## src/rtl/hkal_pkg.sv

```systemverilog
package hkal_pkg;

  localparam int CFG_BITS = 11;
  localparam int KEY_BITS = 10;
  localparam int VAL_BITS = 63;

  typedef struct packed {
    logic [2:0]          req_type;
    logic [KEY_BITS-1:0] req_key;
    logic [VAL_BITS-1:0] req_value;
  } req_t;

  typedef struct packed {
    logic [2:0]          status;
    logic [KEY_BITS-1:0] out_key;
    logic [VAL_BITS-1:0] out_value;
  } res_t;

  typedef struct packed {
    logic [CFG_BITS-1:0] initial_entries;
    logic [CFG_BITS-1:0] grow_step;
    logic [CFG_BITS-1:0] maximum_entries;
  } cfg_t;

  localparam logic [2:0] OP_INSERT    = 3'd0;
  localparam logic [2:0] OP_INSERT_AT = 3'd1;
  localparam logic [2:0] OP_GET       = 3'd2;
  localparam logic [2:0] OP_REMOVE    = 3'd3;
  localparam logic [2:0] OP_RESET     = 3'd4;

  localparam logic [2:0] ST_OK        = 3'd0;
  localparam logic [2:0] ST_NO_SPACE  = 3'd1;
  localparam logic [2:0] ST_ALREADY   = 3'd2;
  localparam logic [2:0] ST_NOT_FOUND = 3'd3;
  localparam logic [2:0] ST_BEYOND    = 3'd4;
  localparam logic [2:0] ST_NOT_POP   = 3'd5;

  localparam logic [1:0] REG_INITIAL = 2'd0;
  localparam logic [1:0] REG_GROW    = 2'd1;
  localparam logic [1:0] REG_MAXIMUM = 2'd2;

  localparam logic [CFG_BITS-1:0] INITIAL_RST = 11'd0;
  localparam logic [CFG_BITS-1:0] GROW_RST    = 11'd64;
  localparam logic [CFG_BITS-1:0] MAXIMUM_RST = 11'd1024;

endpackage

```

## src/rtl/hkal_cfg.sv

```systemverilog
module hkal_cfg (
  input  logic                clk,
  input  logic                rst_n,
  input  logic                psel,
  input  logic                penable,
  input  logic                pwrite,
  input  logic [3:0]          paddr,
  input  logic [31:0]         pwdata,
  output logic [31:0]         prdata,
  output logic                pready,
  output hkal_pkg::cfg_t      cfg
);
  import hkal_pkg::*;

  cfg_t cfg_r;
  logic wr;

  assign wr     = psel & penable & pwrite;
  assign pready = 1'b1;
  assign cfg    = cfg_r;

  always_ff @(posedge clk) begin
    if (!rst_n) begin
      cfg_r.initial_entries <= INITIAL_RST;
      cfg_r.grow_step       <= GROW_RST;
      cfg_r.maximum_entries <= MAXIMUM_RST;
    end else if (wr) begin
      unique case (paddr[3:2])
        REG_INITIAL: cfg_r.initial_entries <= pwdata[CFG_BITS-1:0];
        REG_GROW:    cfg_r.grow_step       <= pwdata[CFG_BITS-1:0];
        REG_MAXIMUM: cfg_r.maximum_entries <= pwdata[CFG_BITS-1:0];
        default: ;
      endcase
    end
  end

  always_comb begin
    unique case (paddr[3:2])
      REG_INITIAL: prdata = 32'(cfg_r.initial_entries);
      REG_GROW:    prdata = 32'(cfg_r.grow_step);
      REG_MAXIMUM: prdata = 32'(cfg_r.maximum_entries);
      default:     prdata = 32'd0;
    endcase
  end

endmodule

```

## config.mk

```make
export PLATFORM = sky130hd
export DESIGN_NAME = hkal_cfg
export DESIGN_NICKNAME = d
export VERILOG_FILES = /design/src/rtl/hkal_pkg.sv /design/src/rtl/hkal_cfg.sv
export SDC_FILE = /design/constraint.sdc
export NUM_CORES = 1
export LEC_CHECK = 0
export ABC_AREA = 1
export BUFFER_PORTS_ARGS = -buffer_cell sky130_fd_sc_hd__buf_4
export CAP_MARGIN = 20
export CORE_MARGIN = 3
export CORE_UTILIZATION = 40
export CTS_BUF_LIST = sky130_fd_sc_hd__clkbuf_8
export DETAILED_ROUTE_END_ITERATION = 10
export PLACE_DENSITY = 0.78
export SLEW_MARGIN = 25
export SYNTH_ARGS = -nofsm -noshare
export SYNTH_HDL_FRONTEND = slang
export SYNTH_SLANG_ARGS = --single-unit
```

## constraint.sdc

```tcl
create_clock -name clk -period 0.8 [get_ports clk]
set_input_delay 0.16 -clock clk [delete_from_list [all_inputs] [get_ports clk]]
set_output_delay 0.16 -clock clk [all_outputs]
set_load 0.1 [all_outputs]
```

==> results of run 1 <==
-- cells by family after synthesis --
kind of cell / Yosys count / share of synthesized area [%]
compound gates: 2 / 0.5776
buf+inv: 52 / 17.76
flops: 33 / 38.12
other cells: 2 / 0.4334
simple gates: 184 / 43.10
-- what timing repair did --
| item | CTS |
|---|---|
| pin swaps | 24 |
| gates resized for setup | 172 |
| cloned | 2 |
| endpoints found under the setup margin | 51 |
| setup buffers | 12 |
-- synth_stat cells --
library cell and instances:
inv_1 14, buf_4 27, buf_2 9, dfxtp_1 33
nor2_1 69, o21ai_0 2, nand2_1 70, nand3_1 45
conb_1 2, buf_1 2
-- per-stage QoR --
| stage | std cells | TNS [ns] | cell area (µm²) | setup WS [ns] |
|---|---|---|---|---|
| floorplan | 293 | -2.868 | 2240 | -0.2609 |
| global placement | 390 | -13.29 | 2730 | -0.4409 |
| detailed placement | 390 | -14.54 | 2730 | -0.4814 |
| CTS | 412 | -11.99 | 3705 | -0.3483 |
==> flow_summary_export.csv, run 1 <==
group,metric,value,unit
cts,cts-buffers-inserted,5,
yosys,synth_top_area_share,38.12,%
yosys,synthesis.area,1733,µm²
yosys,synth_cell_type_count,10,
floorplan,die_w,71.82,µm
floorplan,die_height,71.82,µm
placed_design,routabilityCongestion,0.7794,
outcome,status,"did not finish",
placed_design,port_buffers,61,
sta,grt-worst-endpoint,"prdata[5]",
yosys,synth_area_leaders,"dfxtp_1, nand2_1, nor2_1",
yosys,syn_avg_cell_area,6.348,µm²
cts,h-tree-depth,2,
floorplan,start_util,42.41,%
yosys,netlist_instances,273,
floorplan,pin_count,107,
placed_design,dp.final_hpwl,3594,µm
yosys,synth_largest_area_cell,"dfxtp_1",
yosys,synth-seq-cells,33,
cts,cts_root_buffer,"clkbuf_8",
cts,cts-hold-fix-buffers,0,
yosys,yosys_warnings,0,
global_route,grt_max_degree,34,
outcome,error_line,"[ERROR DPL-0038] Utilization greater than 100%, impossible to legalize",
floorplan,num_rows,23,
sta,worst_endpoint_kind,"output port",
outcome,stop_stage,"5_1_grt",
yosys,synth-seq-area-share,38.12,%
cts,cts_sinks,33,
cts,cts_buffer_depth,2,
==> run 2: changes to the inputs <==
--- a/config.mk
+++ b/config.mk
@@ -9,10 +9,9 @@
 export BUFFER_PORTS_ARGS = -buffer_cell sky130_fd_sc_hd__buf_4
 export CAP_MARGIN = 20
 export CORE_MARGIN = 3
-export CORE_UTILIZATION = 40
-export CTS_BUF_LIST = sky130_fd_sc_hd__clkbuf_8
+export CORE_UTILIZATION = 35
 export DETAILED_ROUTE_END_ITERATION = 10
-export PLACE_DENSITY = 0.78
+export PLACE_DENSITY_LB_ADDON = 0.15
 export SLEW_MARGIN = 25
 export SYNTH_ARGS = -nofsm -noshare
 export SYNTH_HDL_FRONTEND = slang
==> constraint.sdc (replaced) <==
create_clock -name clk -period 1 [get_ports clk]
set_input_delay 0.2 -clock clk [delete_from_list [all_inputs] [get_ports clk]]
set_output_delay 0.2 -clock clk [all_outputs]
set_load 0.1 [all_outputs]
==> flow_summary_export.csv, run 2 <==
group,metric,value,unit
outcome,status,"complete, but fails checks",
outcome,violations,"setup timing",
global_route,antenna_found_initial,0,
yosys,netlist_instances,273,
placed_design,post-place-ws,-0.3442,ns
setup_path,reg2reg_depth,3,
setup_path,crit_chain,"nand2_2 > nand3_4 > buf_12",
floorplan,core,4564,µm²
placed_design,routabilityCongestion,0.7812,
setup_path,cp-start-kind,"register",
yosys,yosys_warnings,0,
yosys,yosysMostFrequentCell,"nand2_1",
global_route,grt_pass1_vias,1875,
cells_and_area,num-nets-final,401,
placed_design,port_buffers,61,
setup_path,rr_endpoint,"cfg[24]",
sta,rsz0062_at_grt,"yes",
floorplan,start_util,37.97,%
floorplan,die_height,76.37,µm
cells_and_area,final_layout_size_suffix_gt1_share,51.80,%
cells_and_area,fillers,307,
cells_and_area,multi_input_area,1150,µm²
cells_and_area,register_area,784.5,µm²
sta,fin_crit_sh,120.2,%
setup_path,cp_slowest_cell,"dfxtp_4",
job,max_cap_viol_count,0,
power,p_leak,0.001745,µW
placed_design,dp_cells,398,
yosys,synthesis.area,1733,µm²
yosys,synth_xor_area_share,0,%
yosys,synth-async-reset-ratio,0,%
floorplan,num_rows,24,
hold_path,min_path_type,"primary input to register",
yosys,synthAdderAreaFrac,0,%
yosys,synth-seq-cells,33,
drt,postRouteAntennaNets,0,
floorplan,dieArea,5832,µm²
yosys,synth-seq-area-share,38.12,%
sta,post-route-min-period,1.202,ns
yosys,synthMuxAreaShare,0,%
floorplan,pin_count,107,
setup_path,r2r_start,"cfg[24]",
setup_path,worst_ep_arrival_time,1.00,ns
placed_design,dp.final_hpwl,3574,µm
cells_and_area,fin_cells,426,
setup_path,crit_path_end_kind,"output port",
setup_path,r2r_slack,0.30,ns
sta,report.final.hold_viol_count,0,
setup_path,cp.depth,3,
yosys,synth_top_area_share,38.12,%
sta,report.final.setup_viol,44,
drt,post_drt_via_cell_ratio,4.620,
setup_path,slowest_delay,0.38,ns
sta,drv_slew,0,
global_route,grt-ovfl-total,0,
drt,wl,5840,µm
cts,h-tree-depth,2,
setup_path,path_delay_family,"flip-flops",
sta,final.setup.worst_slack,-0.2018,ns
yosys,synth_simple_gate_area_share,43.10,%
setup_path,crit_end,"prdata[6]",
setup_path,path_class,"register to output port",
sta,fmax,832.1,MHz
power,power.ir.vdd_worst,1.075,mV
cells_and_area,final_cell_mix,"nor2_1, buf_12, nand2_1",
global_route,grt_first_pass_wirelength,8935,µm
cts,cts_buffer_depth,2,
yosys,synth_compound_area_share,0.5776,%
yosys,synth_largest_area_cell,"dfxtp_1",
yosys,synth_area_leaders,"dfxtp_1, nand2_1, nor2_1",
yosys,synth_top_family_by_area,"simple AND/OR/NAND/NOR gates",
setup_path,required,0.80,ns
cts,cts_tree,"yes",
cells_and_area,antenna_cells,0,
yosys,syn_avg_cell_area,6.348,µm²
yosys,synth-edff-count,0,
cts,cts.clk_slew.worst_paths,0.07,ns
drt,vias,1968,
cts,cts_root_buffer,"clkbuf_8",
cells_and_area,layout_commonest_cell,"nor2_1",
cells_and_area,largest_register_ffs,33,
setup_path,crit_start,"cfg[28]",
cts,cts-hold-fix-buffers,0,
power,cellPowerDensity,1067,nW/µm²
drt,remaining_drc_errors,0,
yosys,synth_cell_type_count,10,
cells_and_area,area.growth.synth_to_final,108.8,%
drt,drt_iter0_markers,145,
cts,cts-buffers-inserted,5,
global_route,grt_max_degree,34,
yosys,synth-main-ff-cell,"dfxtp_1",
sta,fin_skew,0,ns
setup_path,path_max_fanout,3,
yosys,ys_top_cells_by_count,"nand2_1, nor2_1, nand3_1, dfxtp_1, buf_4",
floorplan,die_w,76.37,µm
cts,cts_sinks,33,
power,p_total,3862,µW
drt,first_pass_iters,4,
global_route,grt.total_usage,19.00,%
drt,routedWlPerCell,13.71,µm
setup_path,worstPathBufferInverterCount,1,
cts,insertion_delay,0.28,ns
==> run 2: cell counts after synthesis <==
Identical to the previous run, type by type.
==> run 2: worst min-delay path by stage <==
stage / startpoint / endpoint / depth (start not counted)
after floorplan: pwdata[10] / cfg[10] / 2
after global placement: pwdata[6] / cfg[17] / 3
after detailed placement: pwdata[10] / cfg[10] / 3
after CTS: pwdata[10] / cfg[10] / 3
after global routing: pwdata[10] / cfg[10] / 3
final: pwdata[10] / cfg[10] / 3
==> run 2: kinds of logic after synthesis <==
logic type / Yosys count
compound gates: 2
other cells: 2
flops: 33
simple gates: 184
buf+inv: 52
==> run 2: cell type report <==
type / count / share of cell area, %
clock buffer: 6 / 2.006
clock inverter: 2 / 0.9336
inverter: 14 / 1.591
multi-input combinational: 208 / 31.78
sequential: 33 / 21.68
tap: 65 / 2.248
timing repair buffer: 98 / 39.76
==> run 2: repair_timing <==
action	CTS	global route
buffers inserted	4	13
endpoints found under the setup margin	44	46
gates resized for setup	136	21
gates cloned	1	2
pin swaps	2	10
==> run 2: routing by layer <==
layer	vias to the layer above	GRT usage, %	share of wire (%)
met2	75	34.97	54
met1	910	20.80	39
li1	973	-	-
met5	-	0	0
met4	0	6.884	1.4
met3	10	4.965	5.6
==> run 2: stage by stage <==
stage	instance area, µm²	TNS, ns	hold WS [ns]	utilization, %
finish	3618	-4.067	0.1351	79.28
global route	3618	-5.275	0.1389	79.28
CTS	3388	-3.734	0.1396	74.23
detailed placement	2684	-6.718	0.4372	58.80
global placement	2684	-6.090	0.4295	58.80
floorplan	2241	-1.108	0.3255	-
==> run 2: report_power, final <==
group	switching (µW)	internal [µW]
sequential	44.4	1280
clock	488	735
combinational	930	388
total	1460	2400
==> run 2: tightest hold or removal path: cells and delay by family <==
family	cells	cell delay [ns]
and+or+nand+nor	2	0.10
buffers and inverters	1	0.08
No activity file was read; power rests on OpenSTA's default activity.
